**src/hw/rtl/isr_pkg.sv**
```systemverilog
`timescale 1ns / 1ps

package isr_pkg;

    localparam int POS_W = 33;

    typedef enum logic [1:0]
    {
        OP_ADD       = 2'd0,
        OP_GET       = 2'd1,
        OP_PROCESSED = 2'd2,
        OP_NOP       = 2'd3
    } op_t;

    typedef enum logic [2:0]
    {
        ST_OK     = 3'd0,
        ST_NONE   = 3'd1,
        ST_BEHIND = 3'd2,
        ST_FULL   = 3'd3,
        ST_NOPROG = 3'd4
    } status_t;

    typedef enum logic [1:0]
    {
        S_IDLE,
        S_SCAN,
        S_PURGE,
        S_COMMIT
    } ctrl_state_t;

    typedef struct packed
    {
        logic [31:0] start;
        logic [31:0] length;
        logic [31:0] frame_offset;
        logic [31:0] header_offset;
        logic [15:0] packet;
    } seg_t;

    typedef struct packed
    {
        logic load;
        logic clr_cnt;
        logic scan;
        logic purge;
        logic commit;
    } dp_cmd_t;

    typedef struct packed
    {
        logic scan_done;
        logic out_free;
        op_t  op;
    } dp_sts_t;

endpackage

```
**src/hw/rtl/isr_datapath.sv**
```systemverilog
`timescale 1ns / 1ps

// Segment table, delivered offset, scan compare logic and result register.
module isr_datapath
    import isr_pkg::*;
#(
    parameter int ENTRIES = 16
)
(
    input  logic               clk,
    input  logic               rst_n,
    input  op_t                op_in,
    input  seg_t               seg_in,
    input  dp_cmd_t            cmd,
    output dp_sts_t            sts,
    output logic               res_valid,
    input  logic               res_ready,
    output status_t            res_status,
    output seg_t               res_seg,
    output logic [POS_W-1:0]   res_pos
);

    localparam int AW = $clog2(ENTRIES);
    localparam int CW = $clog2(ENTRIES + 1);

    seg_t               mem [ENTRIES];

    op_t                op_reg;
    seg_t               seg_reg;
    logic [POS_W-1:0]   pos_reg;
    logic [ENTRIES-1:0] used_reg;
    logic [CW-1:0]      cnt_reg;
    seg_t               rd_seg_reg;
    logic [AW-1:0]      rd_idx_reg;
    logic               rd_v_reg;
    logic               hit_reg;
    logic [AW-1:0]      hit_idx_reg;
    logic               hit_less_reg;
    seg_t               hit_seg_reg;
    logic               free_v_reg;
    logic [AW-1:0]      free_idx_reg;
    logic               res_valid_reg;
    status_t            res_status_reg;
    seg_t               res_seg_reg;

    logic               rd_used;
    logic [POS_W-1:0]   rd_end;
    logic               rd_le_pos;
    logic               rd_live;
    logic               rd_lower;
    logic [POS_W-1:0]   in_end;
    logic               in_behind;
    status_t            commit_status;
    logic               wr_en;
    logic [AW-1:0]      wr_addr;

    assign rd_used   = used_reg[rd_idx_reg];
    assign rd_end    = {1'b0, rd_seg_reg.start} + {1'b0, rd_seg_reg.length};
    assign rd_le_pos = {1'b0, rd_seg_reg.start} <= pos_reg;
    assign rd_live   = rd_end > pos_reg;
    assign rd_lower  = !hit_reg || (rd_seg_reg.start < hit_seg_reg.start);
    assign in_end    = {1'b0, seg_reg.start} + {1'b0, seg_reg.length};
    assign in_behind = {1'b0, seg_reg.start} <= pos_reg;

    // Outcome of the operation once the scans are finished.
    always_comb
    begin
        commit_status = ST_OK;
        wr_en         = 1'b0;
        wr_addr       = free_idx_reg;
        unique case (op_reg)
            OP_ADD:
            begin
                if (in_behind)
                begin
                    commit_status = ST_BEHIND;
                end
                else if (hit_reg)
                begin
                    wr_en   = hit_less_reg;
                    wr_addr = hit_idx_reg;
                end
                else if (free_v_reg)
                begin
                    wr_en = 1'b1;
                end
                else
                begin
                    commit_status = ST_FULL;
                end
            end
            OP_GET:
            begin
                if (!hit_reg)
                begin
                    commit_status = ST_NONE;
                end
            end
            OP_PROCESSED:
            begin
                if (in_end <= pos_reg)
                begin
                    commit_status = ST_NOPROG;
                end
            end
            default:
            begin
                commit_status = ST_OK;
            end
        endcase
    end

    always_ff @(posedge clk)
    begin
        if (cmd.load)
        begin
            op_reg  <= op_in;
            seg_reg <= seg_in;
        end
        if (cmd.scan)
        begin
            rd_seg_reg <= mem[cnt_reg[AW-1:0]];
            rd_idx_reg <= cnt_reg[AW-1:0];
        end
        if (cmd.commit && wr_en)
        begin
            mem[wr_addr] <= seg_reg;
        end
    end

    always_ff @(posedge clk or negedge rst_n)
    begin
        if (!rst_n)
        begin
            pos_reg       <= '0;
            used_reg      <= '0;
            cnt_reg       <= '0;
            rd_v_reg      <= 1'b0;
            hit_reg       <= 1'b0;
            free_v_reg    <= 1'b0;
            res_valid_reg <= 1'b0;
        end
        else
        begin
            rd_v_reg <= cmd.scan;
            if (cmd.clr_cnt)
            begin
                cnt_reg <= '0;
            end
            else if (cmd.scan)
            begin
                cnt_reg <= cnt_reg + 1'b1;
            end
            if (cmd.load)
            begin
                hit_reg    <= 1'b0;
                free_v_reg <= 1'b0;
            end
            else if (rd_v_reg && !cmd.purge)
            begin
                // First pass: look for an equal start or a free slot on an
                // add, and for the lowest-start live segment on a get.
                if (!rd_used)
                begin
                    if (!free_v_reg)
                    begin
                        free_v_reg <= 1'b1;
                    end
                end
                else if (op_reg == OP_ADD)
                begin
                    if (rd_seg_reg.start == seg_reg.start)
                    begin
                        hit_reg <= 1'b1;
                    end
                end
                else if (rd_le_pos && rd_live && rd_lower)
                begin
                    hit_reg <= 1'b1;
                end
            end
            else if (rd_v_reg && cmd.purge)
            begin
                // Second pass of a get: drop stale segments that sort
                // below the one being returned.
                if (rd_used && rd_le_pos && !rd_live && rd_lower)
                begin
                    used_reg[rd_idx_reg] <= 1'b0;
                end
            end
            if (cmd.commit)
            begin
                if (op_reg == OP_ADD && wr_en)
                begin
                    used_reg[wr_addr] <= 1'b1;
                end
                if (op_reg == OP_GET && hit_reg)
                begin
                    used_reg[hit_idx_reg] <= 1'b0;
                end
                if (op_reg == OP_PROCESSED && commit_status == ST_OK)
                begin
                    pos_reg <= in_end;
                end
                res_valid_reg <= 1'b1;
            end
            else if (res_ready)
            begin
                res_valid_reg <= 1'b0;
            end
        end
    end

    // Payload side of the first pass and of the result register; no reset needed.
    always_ff @(posedge clk)
    begin
        if (rd_v_reg && !cmd.purge && !cmd.load)
        begin
            if (!rd_used)
            begin
                if (!free_v_reg)
                begin
                    free_idx_reg <= rd_idx_reg;
                end
            end
            else if (op_reg == OP_ADD)
            begin
                if (rd_seg_reg.start == seg_reg.start)
                begin
                    hit_idx_reg  <= rd_idx_reg;
                    hit_less_reg <= rd_seg_reg.length < seg_reg.length;
                end
            end
            else if (rd_le_pos && rd_live && rd_lower)
            begin
                hit_idx_reg <= rd_idx_reg;
                hit_seg_reg <= rd_seg_reg;
            end
        end
        if (cmd.commit)
        begin
            res_status_reg <= commit_status;
            if (op_reg == OP_GET && hit_reg)
            begin
                res_seg_reg <= hit_seg_reg;
            end
            else
            begin
                res_seg_reg <= '0;
            end
        end
    end

    assign sts.scan_done = cnt_reg == CW'(ENTRIES);
    assign sts.out_free  = !res_valid_reg || res_ready;
    assign sts.op        = op_reg;

    assign res_valid  = res_valid_reg;
    assign res_status = res_status_reg;
    assign res_seg    = res_seg_reg;
    assign res_pos    = pos_reg;

endmodule

```
**src/hw/rtl/isr_ctrl.sv**
```systemverilog
`timescale 1ns / 1ps

// Sequencer: load, table scan for an add or get, purge scan for a get, commit.
module isr_ctrl
    import isr_pkg::*;
(
    input  logic    clk,
    input  logic    rst_n,
    input  logic    in_valid,
    output logic    in_ready,
    input  op_t     in_op,
    input  dp_sts_t sts,
    output dp_cmd_t cmd
);

    ctrl_state_t state_reg;
    ctrl_state_t state_next;

    always_ff @(posedge clk or negedge rst_n)
    begin
        if (!rst_n)
        begin
            state_reg <= S_IDLE;
        end
        else
        begin
            state_reg <= state_next;
        end
    end

    always_comb
    begin
        state_next = state_reg;
        cmd        = '0;
        in_ready   = 1'b0;
        unique case (state_reg)
            S_IDLE:
            begin
                in_ready = 1'b1;
                if (in_valid)
                begin
                    cmd.load    = 1'b1;
                    cmd.clr_cnt = 1'b1;
                    if (in_op == OP_ADD || in_op == OP_GET)
                    begin
                        state_next = S_SCAN;
                    end
                    else
                    begin
                        state_next = S_COMMIT;
                    end
                end
            end
            S_SCAN:
            begin
                if (sts.scan_done)
                begin
                    if (sts.op == OP_GET)
                    begin
                        cmd.clr_cnt = 1'b1;
                        state_next  = S_PURGE;
                    end
                    else
                    begin
                        state_next = S_COMMIT;
                    end
                end
                else
                begin
                    cmd.scan = 1'b1;
                end
            end
            S_PURGE:
            begin
                cmd.purge = 1'b1;
                if (sts.scan_done)
                begin
                    state_next = S_COMMIT;
                end
                else
                begin
                    cmd.scan = 1'b1;
                end
            end
            S_COMMIT:
            begin
                if (sts.out_free)
                begin
                    cmd.commit = 1'b1;
                    state_next = S_IDLE;
                end
            end
            default:
            begin
                state_next = S_IDLE;
            end
        endcase
    end

endmodule

```
**src/hw/rtl/inorder_segment_reassembly.sv**
```systemverilog
`timescale 1ns / 1ps
// Processed and unused codes go straight from load to commit; an add sweeps the table once and
// a get sweeps it twice before its result is committed.
// Items are taken one at a time: the next is accepted only once the last has committed, which
// waits for the table sweeps of the single read port and for the output register to be free.
// Reset: rst_n clears the delivered offset, all slot valid bits and the control.
module inorder_segment_reassembly
    import isr_pkg::*;
#(
    parameter int ENTRIES = 16
)
(
    input  logic         clk,
    input  logic         rst_n,
    input  logic         s_tvalid,
    output logic         s_tready,
    // Fields from bit 0: start_offset, length, frame_offset, header_offset,
    // packet_handle.
    input  logic [143:0] s_tdata,
    // Fields from bit 0: operation.
    input  logic [1:0]   s_tuser,
    output logic         m_tvalid,
    input  logic         m_tready,
    // Fields from bit 0: out_start, out_length, out_frame_offset,
    // out_header_offset, out_packet, delivered_offset, zero fill.
    output logic [183:0] m_tdata,
    // Fields from bit 0: status.
    output logic [2:0]   m_tuser
);

    // An item is loaded into the datapath when the sequencer is idle. Each
    // add or get then sweeps the table once; a get sweeps a second time to
    // drop stale segments that sort below the one it returns. The result
    // lands in an output register, so a new item is taken while it waits.

    dp_cmd_t          cmd;
    dp_sts_t          sts;
    seg_t             seg_in;
    seg_t             res_seg;
    status_t          res_status;
    logic [POS_W-1:0] res_pos;
    op_t              op_in;

    assign op_in                = op_t'(s_tuser);
    assign seg_in.start         = s_tdata[31:0];
    assign seg_in.length        = s_tdata[63:32];
    assign seg_in.frame_offset  = s_tdata[95:64];
    assign seg_in.header_offset = s_tdata[127:96];
    assign seg_in.packet        = s_tdata[143:128];

    isr_ctrl u_ctrl
    (
        .clk      (clk),
        .rst_n    (rst_n),
        .in_valid (s_tvalid),
        .in_ready (s_tready),
        .in_op    (op_in),
        .sts      (sts),
        .cmd      (cmd)
    );

    isr_datapath #(.ENTRIES(ENTRIES)) u_dp
    (
        .clk        (clk),
        .rst_n      (rst_n),
        .op_in      (op_in),
        .seg_in     (seg_in),
        .cmd        (cmd),
        .sts        (sts),
        .res_valid  (m_tvalid),
        .res_ready  (m_tready),
        .res_status (res_status),
        .res_seg    (res_seg),
        .res_pos    (res_pos)
    );

    // Segment fields are zero in every result but a successful get.
    assign m_tdata = {7'd0, res_pos, res_seg.packet, res_seg.header_offset,
                      res_seg.frame_offset, res_seg.length, res_seg.start};
    assign m_tuser = res_status;

endmodule

```
**config.mk**
```make
export PLATFORM = sky130hd
export DESIGN_NAME = inorder_segment_reassembly
export DESIGN_NICKNAME = d
export VERILOG_FILES = /design/src/hw/rtl/isr_pkg.sv /design/src/hw/rtl/isr_datapath.sv /design/src/hw/rtl/isr_ctrl.sv /design/src/hw/rtl/inorder_segment_reassembly.sv
export SDC_FILE = /design/constraint.sdc
export NUM_CORES = 2
export LEC_CHECK = 0
export ABC_CLOCK_PERIOD_IN_PS = 19400
export BUFFER_PORTS_ARGS = -buffer_cell sky130_fd_sc_hd__buf_2
export CAP_MARGIN = 5
export CORE_ASPECT_RATIO = 1.1
export CORE_MARGIN = 4
export CORE_UTILIZATION = 45
export DETAILED_ROUTE_END_ITERATION = 10
export HOLD_SLACK_MARGIN = 0.12
export PLACE_DENSITY = 0.73
export SLEW_MARGIN = 20
export SYNTH_ARGS = -nofsm -noshare
export SYNTH_HDL_FRONTEND = slang
export SYNTH_HIERARCHICAL = 1
export SYNTH_SLANG_ARGS = --single-unit
export TNS_END_PERCENT = 30
```
**constraint.sdc**
```tcl
create_clock -name clk -period 19.4 [get_ports clk]
set_input_delay 1.94 -clock clk [delete_from_list [all_inputs] [get_ports clk]]
set_output_delay 1.94 -clock clk [all_outputs]
set_load 0.02 [all_outputs]
```
==> reports/results.tsv <==
metric	value	unit
drive_gt1_share	27.7	%
final_nets	6222	
status	completed	
synthToLayoutAreaGrowth	13.8	%
ys_async_sr_fraction	2.03	%
worstSetupPathType	reg2reg	
relSlewSlack	19.2	%
startpoint_type	flip-flop	
tightest_slew	1210	ps
top_register	u_dp/mem	
vias_per_cell	5.92	
clk_pin_slew	60	ps
dr_total_vias	56200	
cts_made_buffers	304	
whs_path_depth	0	
clock_sinks	2958	
ys_top_cells_by_area	edfxtp_1, mux4_2, ha_1	
route.detailed.wl_per_inst	31.0	µm
overflow	0	
crit_arrival	8200	ps
maxClockFrequency	0.129	GHz
worst_ep_required_time	19840	ps
h-tree-depth	5	
power_density	147	nW/µm²
antenna_left	0	
holdBufCountCts	0	
dp_hpwl	162	mm
die_w	492	µm
clkLatencyLatePin	860	ps
root_buffer	clkbuf_16	
final-hold-violation-count	0	
antenna_found_initial	30	
placed_area	122000	µm²
routabilityCongestion	0.927	
initialDrtViolationCount	6873	
leakagePower	43.4	nW
preCtsSetupSlack	11610	ps
finalSetupViolCount	0	
placementRows	195	
synth_top_cell_by_area	edfxtp_1	
ys_seq_area_share	76.3	%
r2r_start	u_dp/rd_seg_reg[113]$_DFFE_PP_	
final_area	132000	µm²
reg2regPathDepth	20	
yosys.cell_types.count	81	
grt_max_degree	156	
min_from	u_dp/rd_seg_reg[34]$_DFFE_PP_	
r2r_setup_slack	11650	ps
synth_top_cell_area_share	75.0	%
reg2reg_to	u_dp/hit_seg_reg[61]$_DFFE_PP_	
skew	71.0	ps
syn_area	116000	µm²
synth_cells	5260	
path_max_fanout	53	
io_buffers	331	
hp-class	reg2reg	
drv_slew	0	
hold_ws	413	ps
cts_resized	0	
grt_usage	22.0	%
pin_count	339	
worstSetupEndpointType	flip-flop	
cts_tree	built	
post_cts_buffers	0	
synth_edf_count	2898	
ys_seq_elements	2958	
coreArea	256000	µm²
yosys_warnings	6	
drcViolationCount	0	
rsz0062_at_grt	no	
finalCritPeriodShare	40.0	%
dieArea	266000	µm²
ir_worst_vdd	0.000163	V
max_cap_viol_count	0	
postLayoutSetupSlackWorst	11650	ps
min_period	7750	ps
grt_pass1_vias	57400	
initial_core_util	45.2	%
clockBufferDepth	4	
dieHeight	540	µm
firstDrtPassIters	8	
synth_ff_type	edfxtp_1	
whs_endpoint	u_dp/hit_seg_reg[34]$_DFFE_PP_	
drt-total-wl	295	mm
largest_reg_flops	2304	
grt_pass1_wl	423	mm
synth.avg_cell_area	22.0	µm²
==> layout by cell type (no fill, tap or decap), types with 49 or more instances in the layout <==
cell type | Yosys | routed
buf_4 | 7 | 88
edfxtp_1 | 2898 | 2898
xnor2_1 | 69 | 69
a21oi_1 | 104 | 104
a21o_1 | 97 | 97
nor2_1 | 69 | 67
nand4_1 | 57 | 57
clkbuf_1 | 148 | 49
mux4_2 | 725 | 725
clkbuf_16 | 0 | 308
dfrtp_1 | 60 | 56
clkinv_2 | 0 | 52
and2_1 | 148 | 146
buf_2 | 7 | 330
clkinv_1 | 0 | 60
o21ai_0 | 57 | 57
ha_1 | 264 | 264
inv_1 | 141 | 129
==> metal layers <==
metal / track usage, % / vias up / part of all wire, %
met2: 35.5 / 2830 / 49
li1: - / 23100 / -
met1: 30.6 / 29800 / 39
met4: 7.38 / 6 / 3.7
met5: 0 / - / 0.013
met3: 3.85 / 524 / 8.5
==> per-stage QoR <==
step | util [%] | cells | setup TNS [ps] | power [W]
after global routing | 51.4 | 9493 | 0 | 0.0202
final | 51.4 | 9500 | 0 | 0.0194
after global placement | 47.7 | 8946 | 0 | 0.0137
after detailed placement | 47.7 | 8946 | 0 | 0.0138
after CTS | 51.4 | 9491 | 0 | 0.0195
after floorplan | - | 5266 | -697020 | 0.0121
==> worst max-delay path by stage <==
stage,startpoint,end,slack (ps)
3_5_place_dp,u_dp/rd_seg_reg[113]$_DFFE_PP_,u_dp/hit_seg_reg[64]$_DFFE_PP_,11610
6_report,u_dp/rd_seg_reg[113]$_DFFE_PP_,u_dp/hit_seg_reg[61]$_DFFE_PP_,11650
4_1_cts,u_dp/rd_seg_reg[113]$_DFFE_PP_,u_dp/hit_seg_reg[61]$_DFFE_PP_,11530
3_3_place_gp,u_dp/rd_seg_reg[113]$_DFFE_PP_,u_dp/hit_seg_reg[61]$_DFFE_PP_,11740
2_1_floorplan,m_tready,u_dp/used_reg[0]$_DFF_PN0_,-1860
5_1_grt,u_dp/rd_seg_reg[113]$_DFFE_PP_,u_dp/hit_seg_reg[76]$_DFFE_PP_,11230
==> worst max-delay path, cell delays in order (launching register included) <==
cell      delay (ps)
edfxtp_1         500
ha_1             340
a211oi_1         350
nor4_1           100
or2_1            300
o211a_1          290
or4_1            470
a21o_1           210
a211oi_1         290
nor3_1            80
ha_1             300
nand4_1          140
or4_1            620
a311oi_1         310
a211o_1          160
a21oi_1          150
nor2_1           140
nand2_1          110
nor2_4           740
buf_4            960
buf_4            710
==> report_power, final <==
group | internal (W) | switching (W) | leakage, nW | total, W
combinational | 0.00237 | 0.00293 | 11.6 | 0.00530
sequential | 0.00783 | 0.000521 | 27.0 | 0.00835
clock | 0.00329 | 0.00243 | 4.71 | 0.00571
total | 0.0135 | 0.00588 | 43.4 | 0.0194
==> kinds of logic (layout without fill, tap and decap cells) <==
family	after synthesis	after routing	share of synthesized area, %
AO/OA/AOI/OAI	376	376	2.19
XOR/XNOR	91	91	0.687
adder cells (fa/ha/maj)	266	266	2.88
buffers and inverters	337	1116	1.12
flip-flops	2958	2958	76.3
multiplexers	769	769	14.5
other	1	15	0.00323
AND/OR/NAND/NOR	462	462	2.27
==> synthesized netlist by cell type (all sizes together) (31+ instances only) <==
master,n
a21oi,104
a21o,97
dfrtp,60
nand4,58
ha,264
xnor2,69
mux4,725
nand3,31
edfxtp,2898
inv,141
nand2,45
clkbuf,148
buf,48
o21ai,60
mux2,36
nor2,69
and2,148
==> area by class of cell <==
type / count / area (µm²)
well taps: 3447 / 4310
flip-flops and latches: 2958 / 88500
clock buffers: 363 / 7970
repair buffers: 430 / 2550
multi-input cells: 1971 / 26200
fillers: 19600 / 125000
diodes: 8 / 20.0
clock inverters: 182 / 1700
inverters: 141 / 619
No activity file was read; power rests on OpenSTA's default activity.
